<file path="config.mk">
export PLATFORM = sky130hd
export DESIGN_NAME = object_record_deframer_core
export DESIGN_NICKNAME = d
export VERILOG_FILES = /design/src/hw/rtl/ordf_pkg.sv /design/src/hw/rtl/object_record_deframer_core.sv /design/src/hw/rtl/ordf_front.sv /design/src/hw/rtl/ordf_queue.sv /design/src/hw/rtl/ordf_rem.sv /design/src/hw/rtl/ordf_back.sv
export SDC_FILE = /design/constraint.sdc
export NUM_CORES = 1
export LEC_CHECK = 0
export BUFFER_PORTS_ARGS = -buffer_cell sky130_fd_sc_hd__buf_2
export CORE_MARGIN = 2
export CORE_UTILIZATION = 50
export DETAILED_ROUTE_END_ITERATION = 8
export PLACE_DENSITY = 0.67
export REMOVE_ABC_BUFFERS = 1
export SYNTH_ARGS = -nofsm -noshare
export SYNTH_HDL_FRONTEND = slang
export SYNTH_HIERARCHICAL = 1
export SYNTH_SLANG_ARGS = --single-unit
</file>
<file path="constraint.sdc">
create_clock -name clk -period 9.1 [get_ports clk]
set_clock_uncertainty 0.05 [all_clocks]
set_input_delay 1.365 -clock clk [delete_from_list [all_inputs] [get_ports clk]]
set_output_delay 1.365 -clock clk [all_outputs]
set_load 0.01 [all_outputs]
</file>
<file path="src/hw/rtl/ordf_pkg.sv">
// ordf_pkg: shared types and constants for the object record deframer.
// Used by ordf_back and object_record_deframer_core; depends on nothing.
package ordf_pkg;

	// Record walk phase; PH_DIV waits on the block boundary remainder
	typedef enum logic [2:0] {
		PH_STOP  = 3'd0,
		PH_TYPE  = 3'd1,
		PH_LENLO = 3'd2,
		PH_LENHI = 3'd3,
		PH_BODY  = 3'd4,
		PH_PAD   = 3'd5,
		PH_DIV   = 3'd6
	} phase_t;

	// Per-byte classification reported on the result channel
	typedef enum logic [3:0] {
		EV_HEADER  = 4'd0,
		EV_PAYLOAD = 4'd1,
		EV_OK      = 4'd2,
		EV_CSUM    = 4'd3,
		EV_LONG    = 4'd4,
		EV_REPEAT  = 4'd5,
		EV_PAD     = 4'd6,
		EV_STOPPED = 4'd7,
		EV_ZERO    = 4'd8
	} event_t;

	// Result fields other than the record offset
	typedef struct packed {
		event_t      ev;
		logic [7:0]  rtype;
		logic [7:0]  pbyte;
		logic [15:0] pidx;
		logic [15:0] rlen;
		logic [16:0] blk;
		logic        eor;
	} result_t;

	localparam logic [7:0]  TYPE_LIB_HDR  = 8'hF0;
	localparam logic [7:0]  TYPE_LIB_END  = 8'hF1;
	localparam logic [7:0]  TYPE_MOD_END  = 8'h8A;
	localparam logic [7:0]  MOD_END_MASK  = 8'hFE;
	localparam logic [16:0] LIB_HDR_EXTRA = 17'd3;
	localparam logic [15:0] MAX_LEN_RESET = 16'hFFFF;

endpackage

</file>
<file path="src/hw/rtl/object_record_deframer_core.sv">
// object_record_deframer_core: top level of the object record deframer.
// Depends on ordf_pkg, ordf_front, ordf_queue and ordf_back.

// Splits an object or library file, fed one byte per transaction, into
// records (type byte, little-endian length with checksum, payload, checksum)
// and returns one classified result per byte. Each accepted byte passes
// through the queue and then the back end's result register to out_valid.
// Throughput is one byte per cycle while out_stall is low. The exception is
// a module-end record when a library block size is known: the pad count
// comes from the file offset modulo the block size, which the back end's
// remainder unit works out one offset bit per cycle, holding the back end;
// the two-entry queue then fills and in_stall rises.
// The block is stopped after reset and ignores bytes (event 7) until a byte
// arrives with start_of_file set. max_record_length is written through
// cfg_wr_en/cfg_wr_data and should only change while no transaction is
// in flight.
module object_record_deframer_core
	import ordf_pkg::*;
#(
	parameter int OFFSET_BITS = 32
) (
	input  logic                   clk,
	input  logic                   arst_n,
	// configuration
	input  logic                   cfg_wr_en,
	input  logic [15:0]            cfg_wr_data,
	// input channel
	input  logic                   in_valid,
	output logic                   in_stall,
	input  logic [7:0]             stream_byte,
	input  logic                   start_of_file,
	// result channel
	output logic                   out_valid,
	input  logic                   out_stall,
	output logic [3:0]             event_res,
	output logic [7:0]             record_type,
	output logic [7:0]             payload_byte,
	output logic [15:0]            payload_index,
	output logic [15:0]            record_length,
	output logic [OFFSET_BITS-1:0] record_offset,
	output logic [16:0]            block_size,
	output logic                   end_of_record
);

	// queue entry: byte, start flag, file offset
	localparam int QW = 8 + 1 + OFFSET_BITS;

	logic [15:0]            max_len_q;
	logic                   push;
	logic [OFFSET_BITS-1:0] offset;
	logic                   q_full;
	logic                   q_valid;
	logic                   q_pop;
	logic [QW-1:0]          q_rd;
	result_t                res;

	// max record length register
	always_ff @(posedge clk or negedge arst_n) begin
		if (!arst_n) begin
			max_len_q <= MAX_LEN_RESET;
		end else if (cfg_wr_en) begin
			max_len_q <= cfg_wr_data;
		end
	end

	// front end: accept and tag each byte with its offset
	ordf_front #(
		.OFFSET_BITS(OFFSET_BITS)
	) u_front (
		.clk          (clk),
		.arst_n       (arst_n),
		.in_valid     (in_valid),
		.q_full       (q_full),
		.start_of_file(start_of_file),
		.push         (push),
		.offset       (offset)
	);

	assign in_stall = q_full;

	// decoupling queue: input stall never looks at out_stall
	ordf_queue #(
		.WIDTH(QW)
	) u_queue (
		.clk      (clk),
		.arst_n   (arst_n),
		.push     (push),
		.wr_data  ({stream_byte, start_of_file, offset}),
		.pop      (q_pop),
		.full     (q_full),
		.not_empty(q_valid),
		.rd_data  (q_rd)
	);

	// back end: record walk, checksum, padding and result register
	ordf_back #(
		.OFFSET_BITS(OFFSET_BITS)
	) u_back (
		.clk       (clk),
		.arst_n    (arst_n),
		.max_len   (max_len_q),
		.q_valid   (q_valid),
		.q_byte    (q_rd[QW-1 -: 8]),
		.q_sof     (q_rd[OFFSET_BITS]),
		.q_offset  (q_rd[OFFSET_BITS-1:0]),
		.q_pop     (q_pop),
		.out_valid (out_valid),
		.out_stall (out_stall),
		.res       (res),
		.res_offset(record_offset)
	);

	assign event_res     = res.ev;
	assign record_type   = res.rtype;
	assign payload_byte  = res.pbyte;
	assign payload_index = res.pidx;
	assign record_length = res.rlen;
	assign block_size    = res.blk;
	assign end_of_record = res.eor;

`ifndef SYNTHESIS
	// the checksum byte is always one of the record-closing events
	a_eor_event: assert property (@(posedge clk) disable iff (!arst_n)
		(out_valid && end_of_record) |->
		(event_res == EV_OK || event_res == EV_CSUM || event_res == EV_REPEAT))
		else $error("end_of_record on a non-closing event");

	// a known block size is at least a one-byte header record plus three
	a_blk_min: assert property (@(posedge clk) disable iff (!arst_n)
		(out_valid && block_size != '0) |-> (block_size >= 17'd4))
		else $error("library block size below minimum");

	// payload bytes before the checksum sit strictly inside the payload
	a_pidx_range: assert property (@(posedge clk) disable iff (!arst_n)
		(out_valid && event_res == EV_PAYLOAD) |-> (payload_index < record_length))
		else $error("payload index beyond record length");

	// the queue is never popped while empty
	a_pop_nonempty: assert property (@(posedge clk) disable iff (!arst_n)
		q_pop |-> q_valid)
		else $error("back end popped an empty queue");
`endif

endmodule

</file>
<file path="src/hw/rtl/ordf_front.sv">
// ordf_front: input side; tags each accepted byte with its file offset.
// Standalone; feeds ordf_queue in the top level.
module ordf_front #(
	parameter int OFFSET_BITS = 32
) (
	input  logic                   clk,
	input  logic                   arst_n,
	input  logic                   in_valid,
	input  logic                   q_full,
	input  logic                   start_of_file,
	output logic                   push,
	output logic [OFFSET_BITS-1:0] offset
);

	logic [OFFSET_BITS-1:0] pos_q;

	assign push   = in_valid && !q_full;
	// a start flag puts this byte at offset zero
	assign offset = start_of_file ? '0 : pos_q;

	always_ff @(posedge clk or negedge arst_n) begin
		if (!arst_n) begin
			pos_q <= '0;
		end else if (push) begin
			pos_q <= offset + 1'b1;
		end
	end

endmodule

</file>
<file path="src/hw/rtl/ordf_queue.sv">
// ordf_queue: two-entry FIFO between front and back end.
// Standalone; full is registered so stall does not see the output side.
module ordf_queue #(
	parameter int WIDTH = 41
) (
	input  logic             clk,
	input  logic             arst_n,
	input  logic             push,
	input  logic [WIDTH-1:0] wr_data,
	input  logic             pop,
	output logic             full,
	output logic             not_empty,
	output logic [WIDTH-1:0] rd_data
);

	logic [WIDTH-1:0] mem_q [2];
	logic             wr_ptr_q;
	logic             rd_ptr_q;
	logic [1:0]       count_q;

	assign full      = (count_q == 2'd2);
	assign not_empty = (count_q != 2'd0);
	assign rd_data   = mem_q[rd_ptr_q];

	always_ff @(posedge clk) begin
		if (push) begin
			mem_q[wr_ptr_q] <= wr_data;
		end
	end

	always_ff @(posedge clk or negedge arst_n) begin
		if (!arst_n) begin
			wr_ptr_q <= 1'b0;
			rd_ptr_q <= 1'b0;
			count_q  <= 2'd0;
		end else begin
			if (push) wr_ptr_q <= ~wr_ptr_q;
			if (pop)  rd_ptr_q <= ~rd_ptr_q;
			case ({push, pop})
				2'b10:   count_q <= count_q + 2'd1;
				2'b01:   count_q <= count_q - 2'd1;
				default: count_q <= count_q;
			endcase
		end
	end

endmodule

</file>
<file path="src/hw/rtl/ordf_rem.sv">
// ordf_rem: radix-2 restoring remainder, one dividend bit per cycle.
// Standalone; used by ordf_back for the library block boundary.
module ordf_rem #(
	parameter int OFFSET_BITS = 32
) (
	input  logic                   clk,
	input  logic                   arst_n,
	input  logic                   start,
	input  logic [OFFSET_BITS-1:0] dividend,
	input  logic [16:0]            divisor,
	output logic                   done,
	output logic [16:0]            remainder
);

	localparam int CW = $clog2(OFFSET_BITS + 1);

	logic                   busy_q;
	logic [CW-1:0]          cnt_q;
	logic [OFFSET_BITS-1:0] dvd_q;
	logic [16:0]            rem_q;
	logic [17:0]            trial;
	logic [17:0]            diff;

	assign trial     = {rem_q, dvd_q[OFFSET_BITS-1]};
	assign diff      = trial - {1'b0, divisor};
	assign done      = busy_q && (cnt_q == '0);
	assign remainder = rem_q;

	always_ff @(posedge clk) begin
		if (start) begin
			dvd_q <= dividend;
			rem_q <= '0;
		end else if (busy_q && cnt_q != '0) begin
			dvd_q <= dvd_q << 1;
			rem_q <= (trial >= {1'b0, divisor}) ? diff[16:0] : trial[16:0];
		end
	end

	always_ff @(posedge clk or negedge arst_n) begin
		if (!arst_n) begin
			busy_q <= 1'b0;
			cnt_q  <= '0;
		end else if (start) begin
			busy_q <= 1'b1;
			cnt_q  <= CW'(OFFSET_BITS);
		end else if (busy_q) begin
			if (cnt_q == '0) busy_q <= 1'b0;
			else             cnt_q  <= cnt_q - 1'b1;
		end
	end

endmodule

</file>
<file path="src/hw/rtl/ordf_back.sv">
// ordf_back: record walk state machine, result register and pad sizing.
// Depends on ordf_pkg and ordf_rem.
module ordf_back
	import ordf_pkg::*;
#(
	parameter int OFFSET_BITS = 32
) (
	input  logic                   clk,
	input  logic                   arst_n,
	input  logic [15:0]            max_len,
	input  logic                   q_valid,
	input  logic [7:0]             q_byte,
	input  logic                   q_sof,
	input  logic [OFFSET_BITS-1:0] q_offset,
	output logic                   q_pop,
	output logic                   out_valid,
	input  logic                   out_stall,
	output result_t                res,
	output logic [OFFSET_BITS-1:0] res_offset
);

	phase_t                 phase_q, phase_n, e_phase;
	logic [7:0]             type_q, type_n, e_type;
	logic [15:0]            len_q, len_n, e_len;
	logic [15:0]            left_q, left_n, e_left;
	logic [7:0]             sum_q, sum_n, e_sum;
	logic [16:0]            lib_q, lib_n, e_lib;
	logic [16:0]            bpos_q, bpos_n, e_bpos;
	logic [OFFSET_BITS-1:0] start_q, start_n, e_start;

	logic                   out_valid_q;
	result_t                res_q, res_n;
	logic [OFFSET_BITS-1:0] off_q;

	logic                   fire;
	logic                   partial;
	logic                   rem_start;
	logic                   rem_done;
	logic [16:0]            rem_val;
	logic [16:0]            pad;
	logic                   upd;

	assign fire  = q_valid && (phase_q != PH_DIV) && (!out_valid_q || !out_stall);
	assign q_pop = fire;
	assign upd   = fire || (phase_q == PH_DIV && rem_done);
	assign pad   = (rem_val == '0) ? '0 : (lib_q - rem_val);

	ordf_rem #(
		.OFFSET_BITS(OFFSET_BITS)
	) u_rem (
		.clk      (clk),
		.arst_n   (arst_n),
		.start    (rem_start),
		.dividend (q_offset + 1'b1),
		.divisor  (lib_q),
		.done     (rem_done),
		.remainder(rem_val)
	);

	always_comb begin
		// start flag clears the walk state ahead of this byte
		e_phase = q_sof ? PH_TYPE : phase_q;
		e_type  = q_sof ? '0 : type_q;
		e_len   = q_sof ? '0 : len_q;
		e_left  = q_sof ? '0 : left_q;
		e_sum   = q_sof ? '0 : sum_q;
		e_lib   = q_sof ? '0 : lib_q;
		e_bpos  = q_sof ? '0 : bpos_q;
		e_start = q_sof ? '0 : start_q;

		phase_n   = e_phase;
		type_n    = e_type;
		len_n     = e_len;
		left_n    = e_left;
		sum_n     = e_sum;
		lib_n     = e_lib;
		bpos_n    = e_bpos;
		start_n   = e_start;
		partial   = 1'b0;
		rem_start = 1'b0;
		res_n     = '0;
		res_n.ev  = EV_STOPPED;

		if (fire) begin
			unique case (e_phase)
				PH_PAD: begin
					res_n.ev = EV_PAD;
					bpos_n   = e_bpos - 17'd1;
					if (bpos_n == '0) phase_n = PH_TYPE;
				end
				PH_TYPE: begin
					start_n  = q_offset;
					type_n   = q_byte;
					sum_n    = q_byte;
					len_n    = '0;
					left_n   = '0;
					res_n.ev = EV_HEADER;
					partial  = 1'b1;
					phase_n  = PH_LENLO;
				end
				PH_LENLO: begin
					len_n    = {8'h00, q_byte};
					sum_n    = e_sum + q_byte;
					res_n.ev = EV_HEADER;
					partial  = 1'b1;
					phase_n  = PH_LENHI;
				end
				PH_LENHI: begin
					len_n = {q_byte, e_len[7:0]};
					sum_n = e_sum + q_byte;
					if (e_type == '0 || len_n == '0) begin
						res_n.ev = EV_ZERO;
						phase_n  = PH_STOP;
					end else if (len_n > max_len) begin
						res_n.ev = EV_LONG;
						phase_n  = PH_STOP;
					end else begin
						res_n.ev = EV_HEADER;
						left_n   = len_n;
						phase_n  = PH_BODY;
					end
				end
				PH_BODY: begin
					res_n.pidx  = e_len - e_left;
					res_n.pbyte = q_byte;
					left_n      = e_left - 16'd1;
					sum_n       = e_sum + q_byte;
					if (left_n != '0) begin
						res_n.ev = EV_PAYLOAD;
					end else begin
						res_n.eor = 1'b1;
						if (q_byte != '0 && sum_n != '0) begin
							res_n.ev = EV_CSUM;
							phase_n  = PH_STOP;
						end else if (e_type == TYPE_LIB_HDR && e_lib != '0) begin
							res_n.ev = EV_REPEAT;
							phase_n  = PH_STOP;
						end else begin
							res_n.ev = EV_OK;
							if (e_type == TYPE_LIB_HDR) lib_n = {1'b0, e_len} + LIB_HDR_EXTRA;
							if (e_type == TYPE_LIB_END) begin
								phase_n = PH_STOP;
							end else if ((e_type & MOD_END_MASK) == TYPE_MOD_END) begin
								if (lib_n == '0) begin
									phase_n = PH_STOP;
								end else begin
									// boundary sized by the remainder unit
									phase_n   = PH_DIV;
									rem_start = 1'b1;
								end
							end else begin
								phase_n = PH_TYPE;
							end
						end
					end
				end
				default: begin
					res_n.ev = EV_STOPPED;
					phase_n  = PH_STOP;
				end
			endcase
		end else if (phase_q == PH_DIV && rem_done) begin
			bpos_n  = pad;
			phase_n = (pad != '0) ? PH_PAD : PH_TYPE;
		end

		res_n.rtype = type_n;
		res_n.rlen  = (partial || len_n == '0) ? '0 : (len_n - 16'd1);
		res_n.blk   = lib_n;
	end

	always_ff @(posedge clk or negedge arst_n) begin
		if (!arst_n) begin
			phase_q <= PH_STOP;
			type_q  <= '0;
			len_q   <= '0;
			left_q  <= '0;
			sum_q   <= '0;
			lib_q   <= '0;
			bpos_q  <= '0;
			start_q <= '0;
		end else if (upd) begin
			phase_q <= phase_n;
			type_q  <= type_n;
			len_q   <= len_n;
			left_q  <= left_n;
			sum_q   <= sum_n;
			lib_q   <= lib_n;
			bpos_q  <= bpos_n;
			start_q <= start_n;
		end
	end

	always_ff @(posedge clk or negedge arst_n) begin
		if (!arst_n) begin
			out_valid_q <= 1'b0;
		end else if (fire) begin
			out_valid_q <= 1'b1;
		end else if (!out_stall) begin
			out_valid_q <= 1'b0;
		end
	end

	always_ff @(posedge clk) begin
		if (fire) begin
			res_q <= res_n;
			off_q <= start_n;
		end
	end

	assign out_valid  = out_valid_q;
	assign res        = res_q;
	assign res_offset = off_q;

endmodule
</file>
==> results of run 1 <==
==> registers in the layout (all words and copies together), names as in the netlist, 2 cells and up <==
signal	cells
max_len_q	16
u_back/bpos_q	17
u_back/left_q	16
u_back/len_q	16
u_back/lib_q	17
u_back/phase_q	3
u_back/res	70
u_back/res_offset	32
u_back/start_q	32
u_back/sum_q	8
u_back/type_q	8
u_back/u_rem/cnt_q	6
u_back/u_rem/dvd_q	32
u_back/u_rem/remainder	17
u_front/pos_q	32
u_queue/count_q	2
u_queue/mem_q	82
==> metal layers <==
metal	wire length, um	share of wire (%)	up-vias
li1	-	-	8683
met1	27800	44	9093
met2	30300	48	627
met3	4020	6.3	118
met4	1620	2.5	2
met5	12	0.019	-
==> layout by cell type, fill, tap and decap left out, types with 21 or more instances in the layout <==
| master | Yosys | final |
|---|---|---|
| sky130_fd_sc_hd__inv_1 | 99 | 99 |
| sky130_fd_sc_hd__mux2_4 | 51 | 51 |
| sky130_fd_sc_hd__nand2_1 | 281 | 280 |
| sky130_fd_sc_hd__clkbuf_16 | 0 | 45 |
| sky130_fd_sc_hd__a21o_1 | 29 | 29 |
| sky130_fd_sc_hd__a21oi_1 | 108 | 107 |
| sky130_fd_sc_hd__ha_1 | 80 | 80 |
| sky130_fd_sc_hd__nor2b_1 | 57 | 56 |
| sky130_fd_sc_hd__a31oi_1 | 35 | 35 |
| sky130_fd_sc_hd__nand4_1 | 27 | 27 |
| sky130_fd_sc_hd__xnor2_1 | 72 | 72 |
| sky130_fd_sc_hd__nor2_1 | 190 | 188 |
| sky130_fd_sc_hd__nor3_1 | 51 | 51 |
| sky130_fd_sc_hd__buf_2 | 16 | 132 |
| sky130_fd_sc_hd__nand3_1 | 61 | 61 |
| sky130_fd_sc_hd__o21ai_0 | 130 | 130 |
| sky130_fd_sc_hd__dfrtp_1 | 161 | 160 |
| sky130_fd_sc_hd__edfxtp_1 | 216 | 216 |
| sky130_fd_sc_hd__and3_1 | 21 | 21 |
| sky130_fd_sc_hd__nor4_1 | 22 | 22 |
| sky130_fd_sc_hd__xor2_1 | 68 | 68 |
| sky130_fd_sc_hd__mux2_2 | 81 | 81 |
| sky130_fd_sc_hd__o211ai_1 | 22 | 22 |
==> power by group through the flow <==
stage	clock (W)	sequential (W)	combinational (W)
after CTS	0.00185	0.00290	0.00369
after global routing	0.00191	0.00295	0.00405
after detailed placement	0	0.00293	0.00367
final	0.00181	0.00290	0.00371
after global placement	0	0.00292	0.00361
after floorplan	0	0.00298	0.00245
==> metrics by stage <==
stage,power [W],cell area [sq um],util (%),instances
finish,0.00842,26300,55.5,3072
floorplan,0.00543,23300,-,2225
CTS,0.00844,26300,55.5,3072
global route,0.00892,26300,55.5,3072
global placement,0.00653,24900,52.5,2990
detailed placement,0.00660,24900,52.5,2990
==> cell type report <==
class	count	area (sq um)	share of cell area, %
clock buffers	61	1190	4.50
clock inverters	21	260	0.988
inverters	101	382	1.45
multi-input cells	1714	11700	44.3
flip-flops and latches	410	11300	42.8
well taps	615	769	2.92
repair buffers	150	800	3.04
==> cell families after synthesis <==
logic type,share of synthesized area (%)
mux,7.48
buf+inv,4.15
xor+xnor,5.13
flops,47.2
simple gates,18.0
fa+ha+maj,4.44
compound gates,13.6
==> how the worst max path moves through the flow <==
stage / end / depth (start not counted)
after global routing: u_back/u_rem/dvd_q[4]$_DFFE_PP_ / 15
final: u_back/u_rem/dvd_q[4]$_DFFE_PP_ / 15
after global placement: u_back/u_rem/dvd_q[4]$_DFFE_PP_ / 11
after floorplan: u_back/u_rem/dvd_q[0]$_SDFFCE_PN0P_ / 13
after detailed placement: u_back/u_rem/dvd_q[3]$_DFFE_PP_ / 11
after CTS: u_back/u_rem/dvd_q[4]$_DFFE_PP_ / 15
==> critical path, cell delays in order (launching register included) <==
cell and delay (ps):
sky130_fd_sc_hd__dfrtp_2 410, sky130_fd_sc_hd__mux2_4 550, sky130_fd_sc_hd__inv_2 620, sky130_fd_sc_hd__nand2_1 200, sky130_fd_sc_hd__fa_1 480, sky130_fd_sc_hd__nor2b_1 220, sky130_fd_sc_hd__o21ai_0 130, sky130_fd_sc_hd__a211oi_1 260
sky130_fd_sc_hd__nor4bb_1 310, sky130_fd_sc_hd__a31oi_1 380, sky130_fd_sc_hd__nor4_4 630, sky130_fd_sc_hd__and2_2 240, sky130_fd_sc_hd__buf_4 450, sky130_fd_sc_hd__nor2_1 300, sky130_fd_sc_hd__inv_1 120, sky130_fd_sc_hd__buf_4 390
==> impl_metrics.xml, run 1 <==
<?xml version="1.0" encoding="UTF-8"?>
<metrics>
  <group name="clock_tree">
    <metric name="post-cts-setup-buffers" unit="">0</metric>
    <metric name="cts.root.buffer_cell" unit="">sky130_fd_sc_hd__clkbuf_16</metric>
    <metric name="maximum_root_to_sink_buffer_count" unit="">3</metric>
    <metric name="htreeDepth" unit="">2</metric>
    <metric name="holdBufCountCts" unit="">0</metric>
    <metric name="insertion_delay" unit="ps">580</metric>
    <metric name="cts_sinks" unit="">410</metric>
    <metric name="cts-resized-gates" unit="">0</metric>
    <metric name="clk_pin_slew_worst_paths" unit="ps">60</metric>
    <metric name="cts_tree" unit="">built</metric>
    <metric name="cts_made_buffers" unit="">44</metric>
  </group>
  <group name="power">
    <metric name="switchingPower" unit="W">0.00342</metric>
    <metric name="seqPwrFrac" unit="%">34.5</metric>
    <metric name="static-leakage-power" unit="nW">10.6</metric>
    <metric name="pwr-share-clk" unit="%">21.5</metric>
    <metric name="peakVddDrop" unit="V">0.000190</metric>
    <metric name="power.density_cell_area" unit="nW/um^2">320</metric>
    <metric name="p_comb_share" unit="%">44.0</metric>
    <metric name="switching_share" unit="%">40.6</metric>
    <metric name="power_report.internal_total" unit="W">0.00500</metric>
  </group>
  <group name="synth">
    <metric name="postSynthCellCount" unit="">2343</metric>
    <metric name="synth.lib_cells_used.distinct" unit="">101</metric>
    <metric name="share_of_async_settable_or_async_resettable_flops_after_synthesis" unit="%">43.2</metric>
    <metric name="synth_area_per_cell" unit="sq um">10.2</metric>
    <metric name="mappedNetlistArea" unit="sq um">23900</metric>
    <metric name="sequential_element_share_of_the_synthesized_area" unit="%">47.2</metric>
    <metric name="synth_most_common_cell" unit="">sky130_fd_sc_hd__nand2_1</metric>
    <metric name="post_synth_main_area_contributors" unit="">sky130_fd_sc_hd__edfxtp_1, sky130_fd_sc_hd__dfrtp_1, sky130_fd_sc_hd__nand2_1, sky130_fd_sc_hd__ha_1, sky130_fd_sc_hd__mux2_2</metric>
    <metric name="ys_top_cells_by_count" unit="">sky130_fd_sc_hd__nand2_1, sky130_fd_sc_hd__edfxtp_1, sky130_fd_sc_hd__nor2_1</metric>
    <metric name="main_synth_ff_type" unit="">sky130_fd_sc_hd__edfxtp_1</metric>
    <metric name="synth_edf_count" unit="">216</metric>
    <metric name="post-synth-top-area-fraction" unit="%">27.1</metric>
    <metric name="synthesis.yosys.warnings" unit="">6</metric>
    <metric name="synth_largest_area_cell" unit="">sky130_fd_sc_hd__edfxtp_1</metric>
    <metric name="ys_ff_latch" unit="">410</metric>
  </group>
  <group name="cells_and_area">
    <metric name="antenna_cells" unit="">0</metric>
    <metric name="final.fill_count" unit="">4184</metric>
    <metric name="layout-drive-gt1-share" unit="%">17.0</metric>
    <metric name="finalNetCount" unit="">2534</metric>
    <metric name="area_growth" unit="%">10.2</metric>
  </group>
  <group name="setup_path">
    <metric name="setup.worst_path.start" unit="">u_queue/rd_ptr_q$_DFFE_PN0P_</metric>
    <metric name="ff2ff_path_depth" unit="">15</metric>
    <metric name="critical_path_required" unit="ps">9280</metric>
    <metric name="crit_path_max_fanout" unit="">55</metric>
    <metric name="crit-reg2reg-capture" unit="">u_back/u_rem/dvd_q[4]$_DFFE_PP_</metric>
    <metric name="worst-r2r-setup-slack" unit="ps">2880</metric>
    <metric name="r2r-start" unit="">u_queue/rd_ptr_q$_DFFE_PN0P_</metric>
    <metric name="cp-end-kind" unit="">flop</metric>
    <metric name="worstSetupStartpointType" unit="">flop</metric>
    <metric name="cp_data_arrival_time" unit="ps">6410</metric>
    <metric name="timing.setup.critical_path_class" unit="">reg2reg</metric>
  </group>
  <group name="sta">
    <metric name="rsz0062_at_grt" unit="">false</metric>
    <metric name="tightestPinTransition" unit="ps">1110</metric>
    <metric name="setup_total_negative_slack" unit="ps">0</metric>
    <metric name="min_period_over_period" unit="%">68.4</metric>
    <metric name="timing.final.hold_violations" unit="">0</metric>
    <metric name="fmax" unit="MHz">161</metric>
    <metric name="final_slew_violations" unit="">0</metric>
    <metric name="slew_headroom" unit="%">25.1</metric>
    <metric name="final_critical_path_setup_slack" unit="ps">2880</metric>
    <metric name="fin_crit" unit="ps">6220</metric>
    <metric name="whs" unit="ps">432</metric>
    <metric name="report.final.setup_viol" unit="">0</metric>
  </group>
  <group name="placed_design">
    <metric name="place_congestion" unit="">0.942</metric>
    <metric name="placement.io_buffers" unit="">133</metric>
    <metric name="place_ws" unit="ps">2490</metric>
    <metric name="detailed_place_hpwl" unit="mm">44.7</metric>
  </group>
  <group name="floorplanning">
    <metric name="chipWidth" unit="um">223</metric>
    <metric name="design.die.area" unit="sq um">49600</metric>
    <metric name="die_y" unit="um">223</metric>
    <metric name="std_cell_rows" unit="">80</metric>
    <metric name="core" unit="sq um">47400</metric>
    <metric name="io_pins" unit="">134</metric>
    <metric name="effective_utilization_at_floorplan" unit="%">50.4</metric>
  </group>
  <group name="route">
    <metric name="num_vias" unit="">18500</metric>
    <metric name="drtAntennaViolNets" unit="">0</metric>
    <metric name="route.detailed.drc" unit="">0</metric>
    <metric name="post_drt_via_cell_ratio" unit="">6.03</metric>
    <metric name="drt_wl_total" unit="mm">63.7</metric>
    <metric name="drt_iter0_drc" unit="">1833</metric>
    <metric name="first_pass_iters" unit="">8</metric>
    <metric name="wl_per_cell" unit="um">20.8</metric>
  </group>
  <group name="status">
    <metric name="outcome" unit="">complete, no violations</metric>
  </group>
  <group name="global_routing">
    <metric name="gr-usage-all-layers" unit="%">25.5</metric>
    <metric name="use_met1" unit="%">35.2</metric>
    <metric name="grt_util_met3" unit="%">3.41</metric>
    <metric name="first_global_vias" unit="">18100</metric>
    <metric name="grt_pass1_wl" unit="mm">101</metric>
    <metric name="use_met2" unit="%">42.0</metric>
    <metric name="grt_most_used_layer" unit="">met2</metric>
    <metric name="antenna_violations_before_repair" unit="">1</metric>
    <metric name="grt_start_max_net_pins" unit="">82</metric>
    <metric name="global_route.overflow_total" unit="">0</metric>
  </group>
  <group name="flow_run">
    <metric name="max_capacitance_violation_total" unit="">0</metric>
  </group>
  <group name="worst_hold_path">
    <metric name="worstHoldEndpoint" unit="">u_back/sum_q[0]$_DFFE_PN0P_</metric>
    <metric name="hold_path_depth" unit="">2</metric>
    <metric name="holdCritPathClass" unit="">reg2reg</metric>
    <metric name="hold_start" unit="">u_back/sum_q[0]$_DFFE_PN0P_</metric>
  </group>
</metrics>
Power figures use the tool's default switching activity.
==> run 2, diff against run 1 <==
==> constraint.sdc (replaced) <==
create_clock -name clk -period 6.5 [get_ports clk]
set_clock_uncertainty 0.05 [all_clocks]
set_input_delay 0.975 -clock clk [delete_from_list [all_inputs] [get_ports clk]]
set_output_delay 0.975 -clock clk [all_outputs]
set_load 0.01 [all_outputs]
==> impl_metrics.xml, run 2 (same netlist as run 1, synthesis figures left out) <==
<?xml version="1.0" encoding="UTF-8"?>
<metrics>
  <group name="clock_tree">
    <metric name="clk_pin_slew_worst_paths" unit="ps">60</metric>
    <metric name="cts.root.buffer_cell" unit="">sky130_fd_sc_hd__clkbuf_16</metric>
    <metric name="cts-resized-gates" unit="">0</metric>
    <metric name="cts_sinks" unit="">410</metric>
    <metric name="htreeDepth" unit="">2</metric>
    <metric name="cts_made_buffers" unit="">46</metric>
    <metric name="maximum_root_to_sink_buffer_count" unit="">3</metric>
    <metric name="holdBufCountCts" unit="">0</metric>
    <metric name="insertion_delay" unit="ps">600</metric>
    <metric name="post-cts-setup-buffers" unit="">0</metric>
    <metric name="cts_tree" unit="">built</metric>
  </group>
  <group name="floorplanning">
    <metric name="chipWidth" unit="um">223</metric>
    <metric name="io_pins" unit="">134</metric>
    <metric name="die_y" unit="um">223</metric>
    <metric name="effective_utilization_at_floorplan" unit="%">50.4</metric>
    <metric name="std_cell_rows" unit="">80</metric>
    <metric name="design.die.area" unit="sq um">49600</metric>
    <metric name="core" unit="sq um">47400</metric>
  </group>
  <group name="global_routing">
    <metric name="gr-usage-all-layers" unit="%">25.5</metric>
    <metric name="antenna_violations_before_repair" unit="">1</metric>
    <metric name="first_global_vias" unit="">18000</metric>
    <metric name="grt_start_max_net_pins" unit="">96</metric>
    <metric name="grt_pass1_wl" unit="mm">101</metric>
    <metric name="global_route.overflow_total" unit="">0</metric>
  </group>
  <group name="cells_and_area">
    <metric name="largest_register_ffs" unit="">82</metric>
    <metric name="final_common_cell" unit="">sky130_fd_sc_hd__nand2_1</metric>
    <metric name="final.fill_count" unit="">4216</metric>
    <metric name="area_growth" unit="%">11.0</metric>
    <metric name="layout.cells.most_common_list" unit="">sky130_fd_sc_hd__nand2_1, sky130_fd_sc_hd__edfxtp_1, sky130_fd_sc_hd__nor2_1</metric>
    <metric name="final_cells" unit="">3081</metric>
    <metric name="top_register" unit="">u_queue/mem_q</metric>
    <metric name="layout-drive-gt1-share" unit="%">17.4</metric>
    <metric name="finalNetCount" unit="">2540</metric>
  </group>
  <group name="placed_design">
    <metric name="place_ws" unit="ps">1130</metric>
    <metric name="place.detailed.instances" unit="">2994</metric>
    <metric name="placement.io_buffers" unit="">133</metric>
    <metric name="detailed_place_hpwl" unit="mm">44.6</metric>
    <metric name="place_congestion" unit="">0.918</metric>
  </group>
  <group name="setup_path">
    <metric name="crit-reg2reg-capture" unit="">u_back/u_rem/dvd_q[6]$_DFFE_PP_</metric>
    <metric name="critical_path.slowest_cell" unit="">sky130_fd_sc_hd__nor4_4</metric>
    <metric name="r2r-start" unit="">u_queue/rd_ptr_q$_DFFE_PN0P_</metric>
    <metric name="worstSetupStartpointType" unit="">flop</metric>
    <metric name="timing.setup.critical_path_class" unit="">reg2reg</metric>
    <metric name="setup.worst_path.start" unit="">u_queue/rd_ptr_q$_DFFE_PN0P_</metric>
    <metric name="worst-r2r-setup-slack" unit="ps">1100</metric>
    <metric name="path_cells" unit="">mux2_4, inv_2, nand2_1, fa_1, nor2b_1, o21ai_0, a211oi_1, nor4bb_1, a31oi_1, nor4_4, and2_2, buf_4, mux2_2</metric>
    <metric name="crit_path_max_fanout" unit="">37</metric>
    <metric name="worstSetupEndpoint" unit="">u_back/u_rem/dvd_q[6]$_DFFE_PP_</metric>
    <metric name="cp_data_arrival_time" unit="ps">5690</metric>
    <metric name="cp-end-kind" unit="">flop</metric>
    <metric name="critical_path_required" unit="ps">6790</metric>
    <metric name="max_stage_delay" unit="ps">610</metric>
    <metric name="ff2ff_path_depth" unit="">13</metric>
  </group>
  <group name="sta">
    <metric name="report.final.setup_viol" unit="">0</metric>
    <metric name="slew_headroom" unit="%">13.8</metric>
    <metric name="min_period_over_period" unit="%">83.1</metric>
    <metric name="timing.final.hold_violations" unit="">0</metric>
    <metric name="final_critical_path_setup_slack" unit="ps">1100</metric>
    <metric name="tightestPinTransition" unit="ps">1280</metric>
    <metric name="fmax" unit="MHz">185</metric>
    <metric name="setup_total_negative_slack" unit="ps">0</metric>
    <metric name="fin_crit" unit="ps">5400</metric>
    <metric name="final_slew_violations" unit="">0</metric>
    <metric name="rsz0062_at_grt" unit="">false</metric>
  </group>
  <group name="route">
    <metric name="drtAntennaViolNets" unit="">0</metric>
    <metric name="post_drt_via_cell_ratio" unit="">6.00</metric>
    <metric name="route.detailed.drc" unit="">0</metric>
    <metric name="drt_iter0_drc" unit="">1796</metric>
    <metric name="num_vias" unit="">18500</metric>
    <metric name="wl_per_cell" unit="um">20.7</metric>
    <metric name="drt_wl_total" unit="mm">63.9</metric>
    <metric name="first_pass_iters" unit="">6</metric>
  </group>
  <group name="status">
    <metric name="outcome" unit="">complete, no violations</metric>
  </group>
  <group name="power">
    <metric name="power.density_cell_area" unit="nW/um^2">452</metric>
    <metric name="static-leakage-power" unit="nW">10.7</metric>
    <metric name="peakVddDrop" unit="V">0.000511</metric>
  </group>
  <group name="flow_run">
    <metric name="max_capacitance_violation_total" unit="">0</metric>
  </group>
  <group name="worst_hold_path">
    <metric name="holdCritPathClass" unit="">in2async</metric>
  </group>
</metrics>
-- run 2: cell count changes in the layout (fill, tap and decap cells not counted), moves of 2 or more --
cell,change
sky130_fd_sc_hd__clkinv_4,-2
sky130_fd_sc_hd__clkbuf_1,-4
sky130_fd_sc_hd__clkbuf_16,+3
sky130_fd_sc_hd__buf_4,+3
sky130_fd_sc_hd__clkbuf_8,+4
sky130_fd_sc_hd__inv_6,-2
-- run 2: critical path, delay by kind of cell, from the launching register on --
kind / cells / cell delay (ps)
AO/OA/AOI/OAI: 3 / 760
flip-flops: 1 / 540
adder cells (fa/ha/maj): 1 / 480
buffers and inverters: 2 / 890
AND/OR/NAND/NOR: 5 / 1610
multiplexers: 2 / 800
-- run 2: cell type report --
type	count	area [sq um]	share of cell area [%]
clock buffer	64	1300	4.90
sequential	410	11300	42.5
inverter	101	382	1.44
timing repair buffer	154	842	3.17
multi-input combinational	1714	11700	44.0
antenna	1	2.50	0.00943
tap	615	769	2.90
clock inverter	22	289	1.09
-- run 2: where the power goes --
| group | leakage [nW] | total, W | switching, W | internal (W) |
|---|---|---|---|---|
| Combinational | 5.49 | 0.00521 | 0.00324 | 0.00197 |
| Clock | 0.768 | 0.00272 | 0.00111 | 0.00162 |
| Sequential | 4.48 | 0.00405 | 0.000453 | 0.00360 |
-- run 2: worst min path at each step --
stage                                     endpoint  slack (ps)  depth (start not counted)                      startpoint
finish                u_back/type_q[5]$_DFFE_PN0P_         420                          1                          arst_n
global route          u_back/type_q[5]$_DFFE_PN0P_         460                          1                          arst_n
CTS                   u_back/type_q[5]$_DFFE_PN0P_         440                          1                          arst_n
detailed placement     u_back/sum_q[3]$_DFFE_PN0P_         420                          2     u_back/sum_q[3]$_DFFE_PN0P_
global placement       u_back/sum_q[0]$_DFFE_PN0P_         420                          2     u_back/sum_q[0]$_DFFE_PN0P_
floorplan           u_queue/count_q[1]$_DFFE_PN0P_         400                          1  u_queue/count_q[1]$_DFFE_PN0P_
-- run 2: routing by layer --
metal,global-route usage [%],vias up,part of all wire (%)
li1,-,8686,-
met1,34.9,9003,43
met2,41.9,682,48
met3,3.74,112,6.3
met4,8.29,0,2.7
met5,0,-,0
-- run 2: through the flow --
stage | hold slack (ps) | utilization (%) | power, W | area, sq um
after floorplan | 397 | - | 0.00760 | 23300
after global placement | 415 | 52.6 | 0.00916 | 24900
after detailed placement | 423 | 52.6 | 0.00925 | 24900
after CTS | 438 | 55.9 | 0.0120 | 26500
after global routing | 462 | 55.9 | 0.0127 | 26500
final | 420 | 55.9 | 0.0120 | 26500
